<file path="src/hdl/pct_pkg.sv">
`timescale 1ns / 1ps
package pct_pkg;

  localparam int SLOTS  = 64;
  localparam int GROUPS = 4;
  localparam int SLOT_W = (SLOTS > 1) ? $clog2(SLOTS) : 1;

  localparam int ID_W   = 32;
  localparam int CAP_W  = 64;
  localparam int CNT_W  = 4;
  localparam int GCNT_W = 3;
  localparam int GRP_W  = 32;

  localparam int IN_W   = 264;
  localparam int OUT_W  = 232;

  typedef enum logic [1:0] {
    OP_CLEAR  = 2'd0,
    OP_ASSIGN = 2'd1,
    OP_GET    = 2'd2,
    OP_CHECK  = 2'd3
  } op_t;

  typedef enum logic [1:0] {
    STAT_OK       = 2'd0,
    STAT_BADCOUNT = 2'd1,
    STAT_MISSING  = 2'd2,
    STAT_DENIED   = 2'd3
  } status_t;

  typedef enum logic [1:0] {
    ST_IDLE,
    ST_LOOKUP,
    ST_RESOLVE,
    ST_READ
  } state_t;

  typedef struct packed {
    logic [1:0]       pad;
    logic [GRP_W-1:0] group_d;
    logic [GRP_W-1:0] group_c;
    logic [GRP_W-1:0] group_b;
    logic [GRP_W-1:0] group_a;
    logic [CNT_W-1:0] group_count;
    logic [CAP_W-1:0] cap_mask;
    logic [ID_W-1:0]  user_id;
    logic [ID_W-1:0]  proc_key;
    op_t              opcode;
  } in_item_t;

  typedef struct packed {
    logic [2:0]        pad;
    logic [GRP_W-1:0]  found_group_d;
    logic [GRP_W-1:0]  found_group_c;
    logic [GRP_W-1:0]  found_group_b;
    logic [GRP_W-1:0]  found_group_a;
    logic [GCNT_W-1:0] found_group_count;
    logic [CAP_W-1:0]  found_cap_mask;
    logic [ID_W-1:0]   found_user_id;
    status_t           status;
  } out_item_t;

  typedef struct packed {
    logic [GROUPS-1:0][GRP_W-1:0] groups;
    logic [GCNT_W-1:0]            group_count;
    logic [CAP_W-1:0]             caps;
    logic [ID_W-1:0]              user;
  } cred_t;

  typedef struct packed {
    logic              clear;
    logic              write;
    logic [SLOT_W-1:0] idx;
  } lk_cmd_t;

  typedef struct packed {
    logic              hit;
    logic [SLOT_W-1:0] hit_idx;
    logic              free;
    logic [SLOT_W-1:0] free_idx;
  } lk_res_t;

endpackage

</file>
<file path="src/hdl/pct_lookup.sv">
`timescale 1ns / 1ps
module pct_lookup (
  input  logic                  clk,
  input  logic                  rst,
  input  pct_pkg::lk_cmd_t      cmd,
  input  logic [31:0]           pid,
  output pct_pkg::lk_res_t      res
);
  import pct_pkg::*;

  logic [SLOTS-1:0]           valid;
  logic [SLOTS-1:0][ID_W-1:0] owner;
  logic [SLOTS-1:0]           match_q;
  logic [SLOTS-1:0]           free_q;

  always_ff @(posedge clk) begin
    if (rst) begin
      valid <= '0;
    end else if (cmd.clear) begin
      valid <= '0;
    end else if (cmd.write) begin
      valid[cmd.idx] <= 1'b1;
    end
  end

  always_ff @(posedge clk) begin
    if (cmd.write) begin
      owner[cmd.idx] <= pid;
    end
  end

  always_ff @(posedge clk) begin
    for (int i = 0; i < SLOTS; i++) begin
      match_q[i] <= valid[i] && (owner[i] == pid);
      free_q[i]  <= !valid[i];
    end
  end

  // lowest set bit wins
  always_comb begin
    res = '0;
    res.hit  = |match_q;
    res.free = |free_q;
    for (int i = SLOTS - 1; i >= 0; i--) begin
      if (match_q[i]) begin
        res.hit_idx = SLOT_W'(i);
      end
      if (free_q[i]) begin
        res.free_idx = SLOT_W'(i);
      end
    end
  end

endmodule

</file>
<file path="config.mk">
export PLATFORM = sky130hd
export DESIGN_NAME = pct_lookup
export DESIGN_NICKNAME = d
export VERILOG_FILES = /design/src/hdl/pct_pkg.sv /design/src/hdl/pct_lookup.sv
export SDC_FILE = /design/constraint.sdc
export NUM_CORES = 2
export LEC_CHECK = 0
export BUFFER_PORTS_ARGS = -buffer_cell sky130_fd_sc_hd__buf_2
export CAP_MARGIN = 20
export CELL_PAD_IN_SITES_DETAIL_PLACEMENT = 2
export CELL_PAD_IN_SITES_GLOBAL_PLACEMENT = 2
export CORE_MARGIN = 1
export CORE_UTILIZATION = 40
export CTS_BUF_LIST = sky130_fd_sc_hd__clkbuf_4
export CTS_CLUSTER_DIAMETER = 50
export DETAILED_ROUTE_END_ITERATION = 12
export PLACE_DENSITY = 0.7
export SKIP_CTS_REPAIR_TIMING = 1
export SYNTH_ARGS = -nofsm -noshare
export SYNTH_HDL_FRONTEND = slang
export SYNTH_SLANG_ARGS = --single-unit
</file>
<file path="constraint.sdc">
create_clock -name clk -period 5 [get_ports clk]
set_input_delay 0.75 -clock clk [delete_from_list [all_inputs] [get_ports clk]]
set_output_delay 0.75 -clock clk [all_outputs]
set_load 0.02 [all_outputs]
</file>
Word level (Yosys, flattened, before mapping). Cells that the tools add are included.

Add/sub/neg operators: 0. $mul: 0. Shift operators: 0. Divide/modulo/power cells: 0. $lt $le $gt $ge: 2. Bitwise operators: 1. Equal/unequal tests: 64. Reduce and logical (&&, ||, !) cells: 132. Muxes and demuxes: 133.

Operators with widths (count): $bwmux W2048 (1); $eq A32 B32 Y1 (64); $mux W6 (128); $demux W32 S6 (1); $reduce_or A64 Y1 (2); $logic_and A1 B1 Y1 (65); $logic_not A1 Y1 (64); $or A64 B64 Y64 (1); $mux W32 (1); $lt A6 B7 Y1 const B (1); $demux W1 S6 (1); $ge A6 B1 Y1 const B (1); $reduce_or A2 Y1 (1); $mux W1 (1).

Memories: 0. Input bits: 42. Latch bits: 0. Bits in read-only memories: 0. Logic and storage cells: 399. Register bits: 2240. Bits in writable memories: 0. Output and inout port bits: 14.

Longest topological paths before layout.
Depth after elaboration: 64. Depth in mapped cells: 8. Gate-level depth less buffers: 5.

Worst setup path after synthesis. No wires, ideal clock.

Path kind: input to register. Start: input port cmd[5] in the netlist's numbering. End: register owner[1024] in the netlist's numbering (enable). Setup time: 0.423 ns. Arrival: 2.963 ns. Required time: 4.577 ns. Path slack: 1.615 ns. Path buffers: 2. Cell stages on the path: 4. Cell sequence: clkbuf_1 -> or3b_2 -> clkbuf_1 -> nor2_1.

RTL lines: start: declaration (line pct_lookup.sv:5) `input pct_pkg::lk_cmd_t cmd,`; end signal: indexed assignment (line pct_lookup.sv:28) `owner[cmd.idx] <= pid;`; end: declaration (line pct_lookup.sv:12) `logic [SLOTS-1:0][ID_W-1:0] owner;`.

==> key figures <==
Status
  • Outcome: finished clean

Synthesis
  • Post-Synth Simple-Gate Area: a little over 6%
  • Mapped Cells: ~5,800
  • Synth area leader: edfxtp_1
  • Synth top area cells: edfxtp_1 67%, xnor2_1 16%, dfxtp_1 4.2%
  • Xor/xnor share of the synthesized area: between 10% and 20%
  • Syn Nets: between 5,000 and 6,000
  • Post-synthesis adder-cell area fraction: 0%
  • Post-synth ARST share: 0%
  • Synth top area share: between 60 and 70%
  • Yosys cell types: 47
  • Top_reg_cell synth: edfxtp_1
  • Register bit total from synthesis: 2,240
  • Yosys warns: 0
  • Compound-Gate Fraction of Synth Area: around 1.4%
  • Mux cell area share after synthesis: 0%
  • Post-synthesis cell area: 91,700 µm²
  • Largest family of logic cells by synthesized area: XOR/XNOR gates
  • Sequential-to-total area share from yosys stat: just over 70%
  • Avg Inst Size Synth: about 16 µm²
  • EDFF count, synth: around 2,000

Clocking
  • Clk buf depth: 4
  • Clock transition at the registers of the reported paths: 0.06 ns
  • H-tree Lvls: 6
  • Clock sink count: roughly 2,200
  • Root Buffer: clkbuf_4
  • Num CTS Buffers: between 600 and 700
  • Worst-Skew Late Latency: about 1.5 ns
  • TritonCTS clock tree: built

Routing
  • Routed Antenna Nets: 0
  • Drt pass-1 iters: 6
  • Vias: between 50,000 and 60,000
  • Routed length per instance: 31.8 µm
  • Drt via density: about 5.5
  • Final WL: about 320,000 µm
  • DRC: 0
  • DR iter-0 viols: roughly 4,700

STA
  • Crit share post-route: around 98%
  • Setup TNS: 0 ns
  • RSZ-0062 raised after global routing: no
  • Endpoints failing setup: 0
  • Slew Viols, Final: 0
  • Final worst slack: 0.119 ns
  • Clock Skew: between 0.1 and 0.15 ns
  • Fin Hold WS: 0.0562 ns
  • Max frequency: between 200 and 250 MHz
  • Worst-margin pin slew: around 1.2 ns
  • Final hold vios: 0
  • Fin crit period: about 4.9 ns
  • Slew HR: between 20% and 30%

Worst setup path
  • CP required: roughly 4.3 ns
  • CP Launch Type: flop
  • Worst R2R End: match_q[3]
  • CP arrival: 4.13 ns
  • Reg2Reg Depth: 5
  • CP Class: reg2out
  • RR Startpoint: owner[124]
  • R2R Setup Slk: 2.48 ns
  • Critical-path maximum fanout: 4
  • Crit end category: primary output

Layout
  • Nets: between 6,000 and 7,000
  • Final Non-Filler Cells: 10,100
  • Commonest non-fill, non-tap cells in the layout: 2,048 x edfxtp_1, 1,687 x xnor2_1, 955 x clkbuf_4, 427 x nand4_1, 345 x xor2_1
  • Layout cell share with drive strength beyond 1: 21.0%
  • FILL cells: between 20,000 and 25,000
  • Commonest non-fill, non-tap cell in the layout: edfxtp_1
  • Area grow syn2layout: 16.3%
  • Layout Utilization: 46.9%

Global routing
  • Global-route wire length before repair: approximately 450,000 µm
  • Vias in the first global route: 60,300
  • GR Util All Layers: a little over a quarter
  • Initial antenna violation count: 15
  • Largest net degree at the start of global routing: 48
  • GRT overflow: 0

Run
  • Max-cap violations: 0

Power
  • Pwr/cell area: 382 nW/µm²
  • Worst vdd ir: roughly 290 µV
  • Leakage power: around 0.033 µW

Floorplanning
  • I/O pin cnt: 56
  • Die area: 231,000 µm²
  • Core Area: roughly 230,000 µm²
  • Die height: just under 500 µm
  • Rows: ~180
  • Chip Width: about 480 µm
  • Initial Utilization: between 40% and 50%

Worst hold path
  • Hold EP: owner[139]
  • HP Class: in2reg
  • WHS Path Cells: 1
  • Hold path start: pid[11]

Placement
  • HPWL Detailed: approximately 190,000 µm
  • Worst slack, placed: ~1.1 ns
  • Port Buffers: 55
  • Placed Cells: between 8,000 and 9,000
  • Final GP Congestion: a little under 0.9
-- cell type report --
| type | count | area (µm²) | share of cell area, % |
|---|---|---|---|
| clock inverter | 145 | 912 | 0.855 |
| sequential | 2240 | 65300 | 61.3 |
| timing repair buffer | 432 | 4080 | 3.83 |
| antenna | 13 | 32.5 | 0.0305 |
| inverter | 103 | 387 | 0.363 |
| multi-input combinational | 3174 | 24900 | 23.4 |
| tap | 3009 | 3760 | 3.53 |
| clock buffer | 955 | 7170 | 6.72 |
-- flip-flops by register name, summed over array words and instances (netlist names) --
| signal | flops |
|---|---|
| free_q | 64 |
| match_q | 64 |
| owner | 2048 |
| valid | 64 |
-- routing by layer --
layer,global-route usage (%),routed length [µm]
met4,10.4,11800
met3,4.44,15800
met1,34.9,133000
met5,0,41
met2,46.8,159000
-- worst max-delay path, cell delays in order, from the launching register on --
cell	delay [ns]
dfxtp_1	0.33
or4_1	0.60
nor2_1	0.20
nand3_1	0.15
nor3_1	0.99
nor2b_1	0.24
buf_2	0.18
-- cells by family (layout without fill, tap and decap cells) --
| logic type | count (synthesis) | after routing |
|---|---|---|
| flip-flops | 2240 | 2240 |
| XOR/XNOR | 2032 | 2032 |
| AND/OR/NAND/NOR | 961 | 961 |
| buffers and inverters | 340 | 1635 |
| AO/OA/AOI/OAI | 181 | 181 |
| other | 0 | 13 |
-- metrics by stage --
stage	power [µW]	instance area [µm²]
final	40700	107000
after global routing	42100	107000
after CTS	41200	106000
after detailed placement	23500	98100
after global placement	23400	98100
after floorplan	22200	91700
-- how the worst max path moves through the flow --
stage | start | endpoint | slack [ns] | cells after the start
detailed placement | pid[17] | match_q[3] | 1.12 | 8
global placement | match_q[0] | res[7] | 0.63 | 8
global route | match_q[13] | res[8] | 0.04 | 6
CTS | match_q[63] | res[13] | -0.22 | 6
finish | free_q[15] | res[5] | 0.12 | 6
floorplan | cmd[5] | owner[1024] | 1.61 | 4
-- power by group --
group | internal (µW) | switching [µW] | leakage (µW) | total, µW
Sequential | 20500 | 56.8 | 0.0200 | 20600
Clock | 9310 | 8280 | 0.00485 | 17600
Combinational | 838 | 1730 | 0.00861 | 2570
Total | 30700 | 10100 | 0.0334 | 40700
-- synth_stat cells (3+ instances only) --
cell,instances
a211oi_1,6
a21oi_1,26
a221oi_1,4
a31oi_1,4
buf_2,189
buf_4,26
buf_6,6
clkbuf_1,15
dfxtp_1,192
edfxtp_1,2048
inv_1,103
nand2_1,19
nand2b_1,9
nand3_1,75
nand3b_1,3
nand4_1,427
nor2_1,119
nor2b_1,14
nor3_1,30
nor4_1,228
nor4b_1,5
o2111ai_1,4
o211ai_1,10
o21a_1,68
o21ai_0,22
o21bai_1,6
o22ai_1,4
o311ai_0,4
o31ai_1,7
or3_1,7
or4_1,18
xnor2_1,1687
xor2_1,345
Note: power is estimated with default switching activity, not from simulation.
